File: config.mk
export PLATFORM = sky130hd
export DESIGN_NAME = brf_ctrl
export DESIGN_NICKNAME = d
export VERILOG_FILES = /design/src/design/brf_pkg.sv /design/src/design/brf_ctrl.sv
export SDC_FILE = /design/constraint.sdc
export NUM_CORES = 1
export LEC_CHECK = 0
export ABC_CLOCK_PERIOD_IN_PS = 1210
export BUFFER_PORTS_ARGS = -buffer_cell sky130_fd_sc_hd__clkbuf_2
export CAP_MARGIN = 25
export CORE_AREA = 5 5 42 44
export CTS_BUF_LIST = sky130_fd_sc_hd__clkbuf_8
export DETAILED_ROUTE_END_ITERATION = 10
export DIE_AREA = 0 0 47 49
export HOLD_SLACK_MARGIN = 0.03
export PLACE_DENSITY_LB_ADDON = 0.05
export SYNTH_ARGS = -nofsm -noshare
export SYNTH_HDL_FRONTEND = slang
export SYNTH_SLANG_ARGS = --single-unit
File: constraint.sdc
create_clock -name i_clk -period 1.21 [get_ports i_clk]
set_clock_uncertainty 0.15 [all_clocks]
set_input_delay 0.0605 -clock i_clk [delete_from_list [all_inputs] [get_ports i_clk]]
set_output_delay 0.0605 -clock i_clk [all_outputs]
set_load 0.02 [all_outputs]
File: src/design/brf_pkg.sv
`timescale 1ns / 1ps
`default_nettype none
// ----------------------------------------------------------------------------
// brf_pkg: shared types and constants of the byte ring FIFO
// Request and result layouts, opcode set, controller states and the
// command bundle that the controller drives into the datapath.
// ----------------------------------------------------------------------------
package brf_pkg;

    // field widths fixed by the request and result formats
    localparam int OP_W   = 3;
    localparam int BYTE_W = 8;
    localparam int AMT_W  = 11;
    localparam int LVL_W  = 11;
    localparam int POS_W  = 10;

    // opcodes; codes five to seven are no-ops
    typedef enum logic [OP_W-1:0] {
        OP_WRITE   = 3'd0,
        OP_READ    = 3'd1,
        OP_ADV_RD  = 3'd2,
        OP_ADV_WR  = 3'd3,
        OP_CLEAR   = 3'd4
    } t_op;

    // one request
    typedef struct packed {
        logic [OP_W-1:0]   op;
        logic [BYTE_W-1:0] data_byte;
        logic [AMT_W-1:0]  amount;
        logic              burst_last;
    } t_in_item;

    // one result
    typedef struct packed {
        logic [BYTE_W-1:0] read_byte;
        logic              done_res;
        logic [AMT_W-1:0]  moved;
        logic [LVL_W-1:0]  fill_level;
        logic [POS_W-1:0]  head_offset;
        logic [POS_W-1:0]  tail_offset;
        logic [LVL_W-1:0]  readable_span;
        logic [LVL_W-1:0]  writable_span;
        logic              last;
    } t_out_item;

    // controller states
    typedef enum logic [1:0] {
        ST_IDLE,
        ST_EXEC,
        ST_OUT
    } t_state;

    // controller to datapath commands
    typedef struct packed {
        logic load_req;
        logic exec;
    } t_ctrl_cmd;

endpackage : brf_pkg
`default_nettype wire

File: src/design/brf_ctrl.sv
`timescale 1ns / 1ps
`default_nettype none
// ----------------------------------------------------------------------------
// brf_ctrl: sequencing controller of the byte ring FIFO
// Holds the request-pending flag and walks each request through an
// execute state and a result state.
// ----------------------------------------------------------------------------
module brf_ctrl (
    input  wire logic               i_clk,
    input  wire logic               i_rst_n,
    input  wire logic               i_in_valid,
    output logic                    o_in_ready,
    output logic                    o_out_valid,
    input  wire logic               i_out_ready,
    output brf_pkg::t_ctrl_cmd      o_cmd
);
    import brf_pkg::*;

    t_state r_state, n_state;
    logic   r_pend,  n_pend;
    logic   in_fire;

    // request register is free unless a request waits for execution
    assign o_in_ready  = !r_pend;
    assign in_fire     = i_in_valid && o_in_ready;
    assign o_out_valid = (r_state == ST_OUT);

    // state and pending flag
    always_ff @(posedge i_clk) begin
        if (!i_rst_n) begin
            r_state <= ST_IDLE;
            r_pend  <= 1'b0;
        end else begin
            r_state <= n_state;
            r_pend  <= n_pend;
        end
    end

    // next state and commands
    always_comb begin
        n_state        = r_state;
        o_cmd.load_req = in_fire;
        o_cmd.exec     = 1'b0;
        if (in_fire) begin
            n_pend = 1'b1;
        end else begin
            n_pend = r_pend;
        end
        unique case (r_state)
            ST_IDLE: begin
                if (in_fire) begin
                    n_state = ST_EXEC;
                end
            end
            ST_EXEC: begin
                o_cmd.exec = 1'b1;
                n_pend     = 1'b0;
                n_state    = ST_OUT;
            end
            ST_OUT: begin
                if (i_out_ready) begin
                    if (r_pend || in_fire) begin
                        n_state = ST_EXEC;
                    end else begin
                        n_state = ST_IDLE;
                    end
                end
            end
            default: begin
                n_state = ST_IDLE;
            end
        endcase
    end

endmodule : brf_ctrl
`default_nettype wire

=== Word level (Yosys, flattened, before mapping) ===
Index checks and enable logic that the tools add are counted.

* Register bits: 3
* Input bits: 4
* Output and inout port bits: 4
* Word-level logic and storage cells: 18

* Equality and inequality tests: 4
* Multiplexer cells: 5
* Bitwise gates (word level): 1
* Reduce and logical (&&, ||, !) cells: 6

{| class="wikitable"
|+ Operator list
! kind !! count
|-
| case mux 2 bit (3 select lines) || 1
|-
| two-way mux 2 bit || 2
|-
| == test 2 x 1 -> 1 bit (second input constant) || 1
|-
| == test 2 bit (second input constant) || 1
|-
| logical NOT 2 bit || 1
|-
| two-way mux 1 bit || 2
|-
| inequality test 2 x 1 -> 1 bit (second input constant) || 1
|-
| inequality test 2 bit (second input constant) || 1
|-
| AND reduction 2 bit || 1
|-
| OR reduction 2 bit || 1
|-
| logical AND 1 bit || 1
|-
| logical NOT 1 bit || 1
|-
| logical OR 1 bit || 1
|-
| inverter 1 bit || 1
|}

=== Longest topological paths before layout ===
Gate-level depths: netlist of the first run.

* Depth in word-level cells: 6
* Gate-level depth with buffers: 2
* Depth with buffers taken out: 2

=== Worst setup path before layout of the first run ===
No wires, ideal clock.

* Path kind: reg-to-reg
* Start: register r_pend
* End: register r_state[0]
* Setup time: 0.079 ns
* Arrival time: 0.714 ns
* Data required time: 0.981 ns
* Slack: 0.267 ns
* Cell stages (with the launch flop): 3
* Path buffers: 0
* Period minus slack after synthesis: 0.943 ns
* Path through: dfxtp_1 > or2_0 > a211oi_2

* Word-level cells in the longest chain between the ends: 6
* Elaborated cells on any way between the ends: 8
* Classes of those cells: eq/ne: 1; mux: 3; reduce/logical: 4

{| class="wikitable"
|+ RTL lines
! item !! line !! text
|-
| start: declaration || brf_ctrl.sv:20 || <nowiki>logic r_pend, n_pend;</nowiki>
|-
| start signal: assignment || brf_ctrl.sv:35 || <nowiki>r_pend <= n_pend;</nowiki>
|-
| logical NOT 1 bit || brf_ctrl.sv:24 || <nowiki>assign o_in_ready = !r_pend;</nowiki>
|-
| logical AND 1 bit || brf_ctrl.sv:25 || <nowiki>assign in_fire = i_in_valid && o_in_ready;</nowiki>
|-
| logical OR 1 bit || brf_ctrl.sv:62 || <nowiki>if (r_pend || in_fire) begin</nowiki>
|-
| two-way mux 1 bit || brf_ctrl.sv:62 ||
|-
| two-way mux 2 bit || brf_ctrl.sv:61 || <nowiki>if (i_out_ready) begin</nowiki>
|-
| case mux 2 bit (3 select lines) || brf_ctrl.sv:49 || <nowiki>unique case (r_state)</nowiki>
|-
| end signal: assignment || brf_ctrl.sv:34 || <nowiki>r_state <= n_state;</nowiki>
|-
| end: declaration || brf_ctrl.sv:19 || <nowiki>t_state r_state, n_state;</nowiki>
|}

Several ways; a longest one is shown, not always the timed one. The select of a mux whose other input is x is not followed.
A chain may end at the register's enable or synchronous reset.

=== Final worst setup path of the first run ===
* Start: register r_state[1]
* End: output o_out_valid

* Word-level cells in the longest chain between the ends: 1

{| class="wikitable"
|+ RTL lines
! item !! line !! text
|-
| == test 2 bit || brf_ctrl.sv:26 || <nowiki>assign o_out_valid = (r_state == ST_OUT);</nowiki>
|-
| end: declaration || brf_ctrl.sv:13 || <nowiki>output logic o_out_valid,</nowiki>
|}

No other way between the ends.

==> metrics, run 1 <==
top cells by count, synth=dfxtp_1 (3), buf_4 (2); combinational share of power=15.1%; Design Area, Final=271.5 um2; Final Critical Period=1.148 ns; Mean Syn Cell Area=9.228 um2; unrepaired setup endpoints after global routing=false; number of flops mapped to enable cells by yosys=0; Port Buffers=7; number of max-cap violations=0; FF+latch count, synth=3; Synth async-reset ratio=0%; sequential share of power=25.6%; total global routing overflow=0; Die Width=47 um; Syn Std Cell Area=147.6 um2; remaining antenna violation count=0; slowest stage delay, CP=0.40 ns; DRT Wirelength=352 um; Residual DRC=0; Synth Net Count=20; status=completed; leakage=0.1226 nW; Yosys warnings=0; Hold Fails Final Rpt=0; Crit Path Max Fanout=5; Filler cells=169; Post-DP Area=187.7 um2; global-route wire length before repair=510 um; Rows=14; synth top area cells=dfxtp_1 (41%), buf_4 (10%), a211oi_2 (8.5%), nor2b_2 (5.9%), and2b_1 (5.1%); Worst path depth=2; diodes inserted=0; Core ar.=1401 um2; Worst path slowest cell=dfxtp_1; Slew @ Worst Pin=0.1918 ns; GR Util All Layers=4.082%; Int Pwr=0.0003625 W; WP data arrival=0.94 ns; Worst-path clk slew=0.03 ns; Synth top area share=40.68%; clock network fraction of design power=59.3%; CTS buffer count=3; CP Cell Sequence=nor2b_1, clkbuf_2; clock latency on the worst-skew pair=0.21 ns; # IOs=8; Hold Path Class=flip-flop to flip-flop; via count=139; largest net degree at the start of global routing=6; post-route clock period utilization=94.87%; Reg2Reg Depth=2; Initial DRC Count=0; routability cong.=0.5480; final hold slack=0.2753 ns; CP Capture Type=primary output; count leader, synth=dfxtp_1; Max VDD drop=0.3461 mV; count of cell types in the netlist=13; Hold Path Stages=1; Nets=33; PD cells=1734 nW/um2; die area=2303 um2; CTS tree=built; total negative setup slack=0 ns; fmax=0.8712 GHz; DR vias/cell=3.159; Most used DFF post-synth=dfxtp_1; area leader, netlist=dfxtp_1; Die Y=49 um; vias in the first global route=128; relative slew slack=87.13%; layout cells sized above 1=46.43%; sw frac=23.03%; Crit path max-delay family=flip-flops; sequential fraction of the synthesis area=40.68%; CTS Root Cell=clkbuf_8; post-DR wirelength/cell=8.000 um; postcts setup bufs=0; final setup fails=0; synth-to-layout area growth=83.90%; CTS Sinks=3; Initial Util=10.54%; Switch Pwr=0.0001084 W; Required @ worst endpoint=1.00 ns; CTS H-tree depth=1; CP bufs+invs=1; first-pass detailed-route iteration total=1; nature of the critical path startpoint=flip-flop; CP Class=flip-flop to primary output; Cells after Synth=16; clock tree buffer depth=2; initial antenna violation count=0; Slew Limit Fails=0
power groups by stage:
stage	Clock [W]	Sequential [W]	Combinational, W
after floorplan	0	0.000118	0.0000491
after global placement	0	0.000121	0.0000621
after detailed placement	0	0.000120	0.0000613
after CTS	0.000290	0.000119	0.0000706
after global routing	0.000294	0.000122	0.0000782
final	0.000279	0.000120	0.0000710
path summary, 6_finish.rpt:
check	startpoint	end	slack, ns
worst min-delay path	r_state[0]	r_state[0]	0.28
worst max register to register	r_state[1]	r_state[0]	0.21
worst min register to register	r_state[0]	r_state[0]	0.28
worst max-delay path	r_state[1]	o_out_valid	0.06
metal layers:
metal,up-vias,global-route usage [%],wire [um]
li1,73,-,-
met1,61,1.974,98
met5,-,0,0
met3,2,2.952,42
met4,0,8.295,8
met2,3,5.204,204
layout make-up:
cell class              count  area, um2  area share (%)
clock buffers               3      41.29           15.21
flip-flops and latches      3      61.31           22.58
multi-input cells          10      73.82           27.19
inverters                   1      3.754           1.382
repair buffers             10      67.56           24.88
well taps                  16      20.02           7.373
clock inverters             1      3.754           1.382
logic make-up (layout without fill, tap and decap cells):
kind of cell           Yosys count  after routing  synth area share [%]
AND/OR/NAND/NOR                  7              7                 29.67
buffers and inverters            3             15                 12.71
flip-flops                       3              3                 40.68
AO/OA/AOI/OAI                    3              3                 16.95
flip-flops by register name, summed over array words and instances (netlist names):
| signal | count |
|---|---|
| r_state | 2 |
| r_pend | 1 |
timing repair:
action                                 in CTS  in global routing
endpoints found under the hold margin       3                  0
hold buffers                                3                  0
setup endpoints to repair                   1                  1
resized for setup                           1                  2
pin swaps                                   0                  0
metrics by stage:
| step | total power (W) | utilization [%] | setup slack, ns | instances |
|---|---|---|---|---|
| 2_1_floorplan | 0.0001671 | - | 0.2668 | 16 |
| 3_3_place_gp | 0.0001834 | 13.39 | 0.1832 | 37 |
| 3_5_place_dp | 0.0001812 | 13.39 | 0.2272 | 37 |
| 4_1_cts | 0.0004796 | 18.93 | 0.0002334 | 44 |
| 5_1_grt | 0.0004939 | 19.38 | 0.02167 | 44 |
| 6_report | 0.0004709 | 19.38 | 0.06213 | 44 |
cell usage in the layout (no fill, tap or decap):
master         synthesis  final
and2b_1                1      1
nor2b_4                0      1
dlygate4sd3_1          0      3
o21ai_1                1      1
dfxtp_1                3      2
or2_0                  1      1
nor2_1                 1      1
nor2b_1                1      1
clkbuf_8               0      3
inv_1                  1      2
nand2_1                1      1
clkbuf_2               0      6
a211oi_2               1      1
clkbuf_4               0      1
o21a_1                 1      1
nor3b_1                1      1
dfxtp_2                0      1
No activity file was read; power rests on OpenSTA's default activity.
==> run 2: changes to the inputs <==
Settings changed: ABC_AREA set to 1, CAP_MARGIN 25 to 15.
==> metrics, run 2 <==
CTS Sinks=3; postcts setup bufs=0; synth-to-layout area growth=67.74%; Syn Std Cell Area=155.1 um2; Hold Path Class=primary input to flip-flop; Residual DRC=0; post-DR wirelength/cell=7.294 um; Hold EP=r_pend; Worst-path clk slew=0.03 ns; layout cells sized above 1=34.29%; top cells by count, synth=inv_1 (7), nor2_1 (4), dfxtp_1 (3); count of cell types in the netlist=10; Filler cells=176; Largest Register=r_state; total negative setup slack=0 ns; Hold Fails Final Rpt=0; diodes inserted=0; clock tree buffer depth=2; remaining antenna violation count=0; Yosys warnings=0; vias in the first global route=164; Design Area, Final=260.3 um2; relative slew slack=91.46%; Initial DRC Count=1; number of max-cap violations=0; commonest non-fill, non-tap cell in the layout=inv_1; final core utilization=18.57%; top flop regs=r_state (2), r_pend (1); RR Startpoint=r_state[0]; synth top area cells=dfxtp_1 (39%), inv_1 (17%), buf_4 (9.7%), nor2_1 (9.7%), nand3_1 (6.5%); flop-to-flop setup slack=0.32 ns; via count=163; Final Critical Period=1.107 ns; Cells after Synth=24; DR top layer=met3; Post-DP HPWL=317.1 um; wire length on met2=192 um; Mean Syn Cell Area=6.465 um2; Most used DFF post-synth=dfxtp_1; CP Class=flip-flop to primary output; Reg2Reg Depth=2; Max VDD drop=0.3606 mV; DR vias/cell=3.196; Rows=14; clock latency on the worst-skew pair=0.21 ns; # IOs=8; FF+latch count, synth=3; DRT Wirelength=372 um; max reg flops=2; Nets=40; CTS Root Cell=clkbuf_8; Initial Util=11.07%; final setup fails=0; WL met3=64 um; leading cell types in the layout, fill and taps excluded=inv_1 (8), clkbuf_2 (7), nor2_1 (4), clkbuf_8 (3), dfxtp_1 (3); post-route clock period utilization=91.53%; CTS buffer count=3; CP Capture Type=primary output; PD cells=1774 nW/um2; Synth Net Count=28; die area=2303 um2; GR Util All Layers=4.219%; CTS tree=built; CTS H-tree depth=1; count leader, synth=inv_1; reg2reg end=r_pend; met1 WL=115 um; Hold Path Stages=4; Required @ worst endpoint=1.00 ns; largest net degree at the start of global routing=5; fmax=0.9029 GHz; number of flops mapped to enable cells by yosys=0; Slew @ Worst Pin=0.1279 ns; first-pass detailed-route iteration total=2; total global routing overflow=0; Pwr Total=0.0004616 W; unrepaired setup endpoints after global routing=false; Port Buffers=7; Crit Path Max Fanout=4; sequential fraction of the synthesis area=38.71%; hold_sp=i_in_valid; leakage=0.1568 nW; global-route wire length before repair=558 um; Synth async-reset ratio=0%; Synth top area share=38.71%; nature of the critical path startpoint=flip-flop; WP data arrival=0.90 ns; initial antenna violation count=0; Core ar.=1401 um2; area leader, netlist=dfxtp_1; Post-DP Area=195.2 um2; Die Y=49 um; Slew Limit Fails=0; routability cong.=0.6278; Die Width=47 um; status=completed
==> run 2: timing repair <==
item | in CTS | in global routing
gates resized for setup | 0 | 0
hold endpoints to repair | 3 | 0
hold buffers | 2 | 0
==> run 2: logic make-up after synthesis <==
family / count (synthesis) / share of synthesized area (%)
flip-flops: 3 / 38.71
AND/OR/NAND/NOR: 10 / 29.04
AO/OA/AOI/OAI: 1 / 3.223
buffers and inverters: 10 / 29.03
==> run 2: cell type report <==
type                       count  area, um2  share of cell area, %
clock inverter                 1      3.754                  1.442
timing repair buffer           9      55.05                  21.15
multi-input combinational     11      50.05                  19.23
tap                           16      20.02                  7.692
clock buffer                   3      41.29                  15.87
sequential                     3      60.06                  23.08
inverter                       8      30.03                  11.54
==> run 2: worst max path at each step <==
stage	end	from	depth (start not counted)	slack, ns
global route	o_cmd[0]	r_state[0]	3	0.05
finish	o_cmd[0]	r_state[0]	3	0.10
detailed placement	r_pend	r_state[0]	2	0.31
floorplan	r_pend	r_pend	3	0.35
CTS	o_cmd[0]	r_state[0]	3	0.08
global placement	r_pend	r_state[0]	2	0.30
==> run 2: worst max-delay path, stage by stage, from the launching register on <==
cell	delay, ns
dfxtp_1	0.36
nand2_1	0.11
inv_1	0.06
clkbuf_2	0.16
==> run 2: through the flow <==
step           cells  hold WS [ns]  setup slack [ns]
3_5_place_dp      45        0.1652            0.3123
2_1_floorplan     24       0.04233            0.3467
3_3_place_gp      45        0.1689            0.2982
5_1_grt           51       0.07936           0.05463
4_1_cts           51       0.04602           0.08303
6_report          51       0.04405            0.1025
==> run 2: routing by layer <==
| layer | up-vias | global-route usage, % |
|---|---|---|
| met3 | 0 | 4.059 |
| li1 | 89 | - |
| met5 | - | 0 |
| met1 | 69 | 2.188 |
| met4 | 0 | 6.912 |
| met2 | 5 | 5.430 |
==> run 2: where the power goes <==
part	internal, W	switching (W)	total, W
logic	0.0000269	0.0000401	0.0000670
registers	0.000109	0.00000749	0.000117
clock network	0.000216	0.0000622	0.000278
total	0.000352	0.000110	0.000462
==> run 3: changes to the inputs <==
Settings changed: BUFFER_PORTS_ARGS -buffer_cell sky130_fd_sc_hd__clkbuf_2 to not set, DONT_BUFFER_PORTS set to 1, SLEW_MARGIN set to 30.
==> metrics, run 3 (synthesis gave the netlist of run 2 again) <==
CP bufs+invs=2; total negative setup slack=0 ns; max reg flops=2; Port Buffers=0; Design Area, Final=235.2 um2; leading cell types in the layout, fill and taps excluded=inv_1 (8), nor2_1 (4), clkbuf_8 (3), dlygate4sd3_1 (3), dfxtp_1 (3); Post-DP Area=160.2 um2; CTS H-tree depth=1; CTS-repair resized insts=0; layout cells sized above 1=17.24%; Worst path depth=3; first-pass detailed-route iteration total=1; Post-DP HPWL=298.3 um; CP Cell Sequence=dlygate4sd3_1, inv_1, nor2_1; Die Width=47 um; initial antenna violation count=0; CTS buffer count=3; routability cong.=0.5413; Crit Path Max Fanout=2; CTS Sinks=3; GRT met1 Usage=3.070%; # IOs=8; DR vias/cell=3.289; Worst-path clk slew=0.03 ns; largest net degree at the start of global routing=5; Hold Path Class=flip-flop to flip-flop; vias in the first global route=144; Final Critical Period=1.154 ns; Nets=34; synth-to-layout area growth=51.61%; Slew @ Worst Pin=0.3921 ns; Rows=14; fmax=0.8667 GHz; Largest Register=r_state; met2 Use GR=4.751%; die area=2303 um2; remaining antenna violation count=0; unrepaired setup endpoints after global routing=false; Required @ worst endpoint=1.00 ns; final core utilization=16.79%; post-route clock period utilization=95.35%; CTS Root Cell=clkbuf_8; commonest non-fill, non-tap cell in the layout=inv_1; relative slew slack=73.76%; Most Crowded Layer GR=met4; Residual DRC=0; FF+latch area=60.06 um2; nature of the critical path startpoint=primary input; leakage=0.1312 nW; post-DR wirelength/cell=8.422 um; clock latency on the worst-skew pair=0.22 ns; Slew Limit Fails=0; Reg2Reg Depth=3; Int Pwr=0.0003433 W; DRT Wirelength=379 um; met3 GRT Util=4.428%; Max VDD drop=0.2699 mV; sequential share of power=25.8%; total global routing overflow=0; number of max-cap violations=0; top flop regs=r_state (2), r_pend (1); slowest stage delay, CP=0.52 ns; Initial DRC Count=0; Hold Path Stages=2; Switch Pwr=0.0001102 W; status=completed; Core ar.=1401 um2; Worst path slowest cell=dlygate4sd3_1; PD cells=1928 nW/um2; Filler cells=171; via count=148; combinational share of power=12.3%; final setup fails=0; Initial Util=11.07%; WP data arrival=0.94 ns; postcts setup bufs=0; Die Y=49 um; GR Util All Layers=4.363%; area of the multi-input gates=50.05 um2; CTS tree=built; Crit path max-delay family=buffers and inverters; clock tree buffer depth=2; diodes inserted=0; clock network fraction of design power=62.0%; global-route wire length before repair=545 um; CP Capture Type=primary output; Hold Fails Final Rpt=0; sw frac=24.31%; CP Class=primary input to primary output
[run 3: layout make-up]
cell class                 instances  share of cell area, %
clock buffer                       3                  17.55
sequential                         3                  25.53
clock inverter                     1                  1.596
multi-input combinational         11                  21.28
inverter                           8                  12.77
timing repair buffer               3                  12.77
tap                               16                  8.511
[run 3: worst register-to-register path: cells and delay by family, from the launching register on]
kind          cells  cell delay (ns)
buf+inv           1             0.12
flops             1             0.32
simple gates      2             0.21
[run 3: stage by stage]
stage	setup WS, ns	hold slack [ns]	total power, W	std cells
floorplan	0.3467	0.04233	0.0001675	24
global placement	0.2827	0.06845	0.0001680	38
detailed placement	0.2866	0.06586	0.0001671	38
CTS	0.05465	0.3652	0.0004642	45
global route	0.02316	0.3985	0.0004850	45
finish	0.05626	0.3568	0.0004535	45
[run 3: power groups by stage]
stage	clock network, W	registers (W)	logic, W
2_1_floorplan	0	0.000117	0.0000510
3_3_place_gp	0	0.000119	0.0000490
3_5_place_dp	0	0.000118	0.0000488
4_1_cts	0.000290	0.000117	0.0000573
5_1_grt	0.000305	0.000118	0.0000616
6_report	0.000281	0.000117	0.0000556
[run 3: worst paths after layout]
kind                                  from         end  slack, ns
worst min register to register  r_state[1]  r_state[1]       0.36
worst max register to register      r_pend      r_pend       0.30
worst min-delay path            r_state[1]  r_state[1]       0.36
worst max-delay path            i_in_valid    o_cmd[1]       0.06
[run 3: per-layer routing]
metal	vias to the layer above	share of wire, %
met5	-	0
li1	75	-
met4	0	5.0
met2	7	45
met3	2	14
met1	64	36
[run 3: timing repair]
item / in CTS / in global routing
hold buffers: 3 / 0
endpoints found under the setup margin: 0 / 0
hold endpoints to repair: 3 / 0
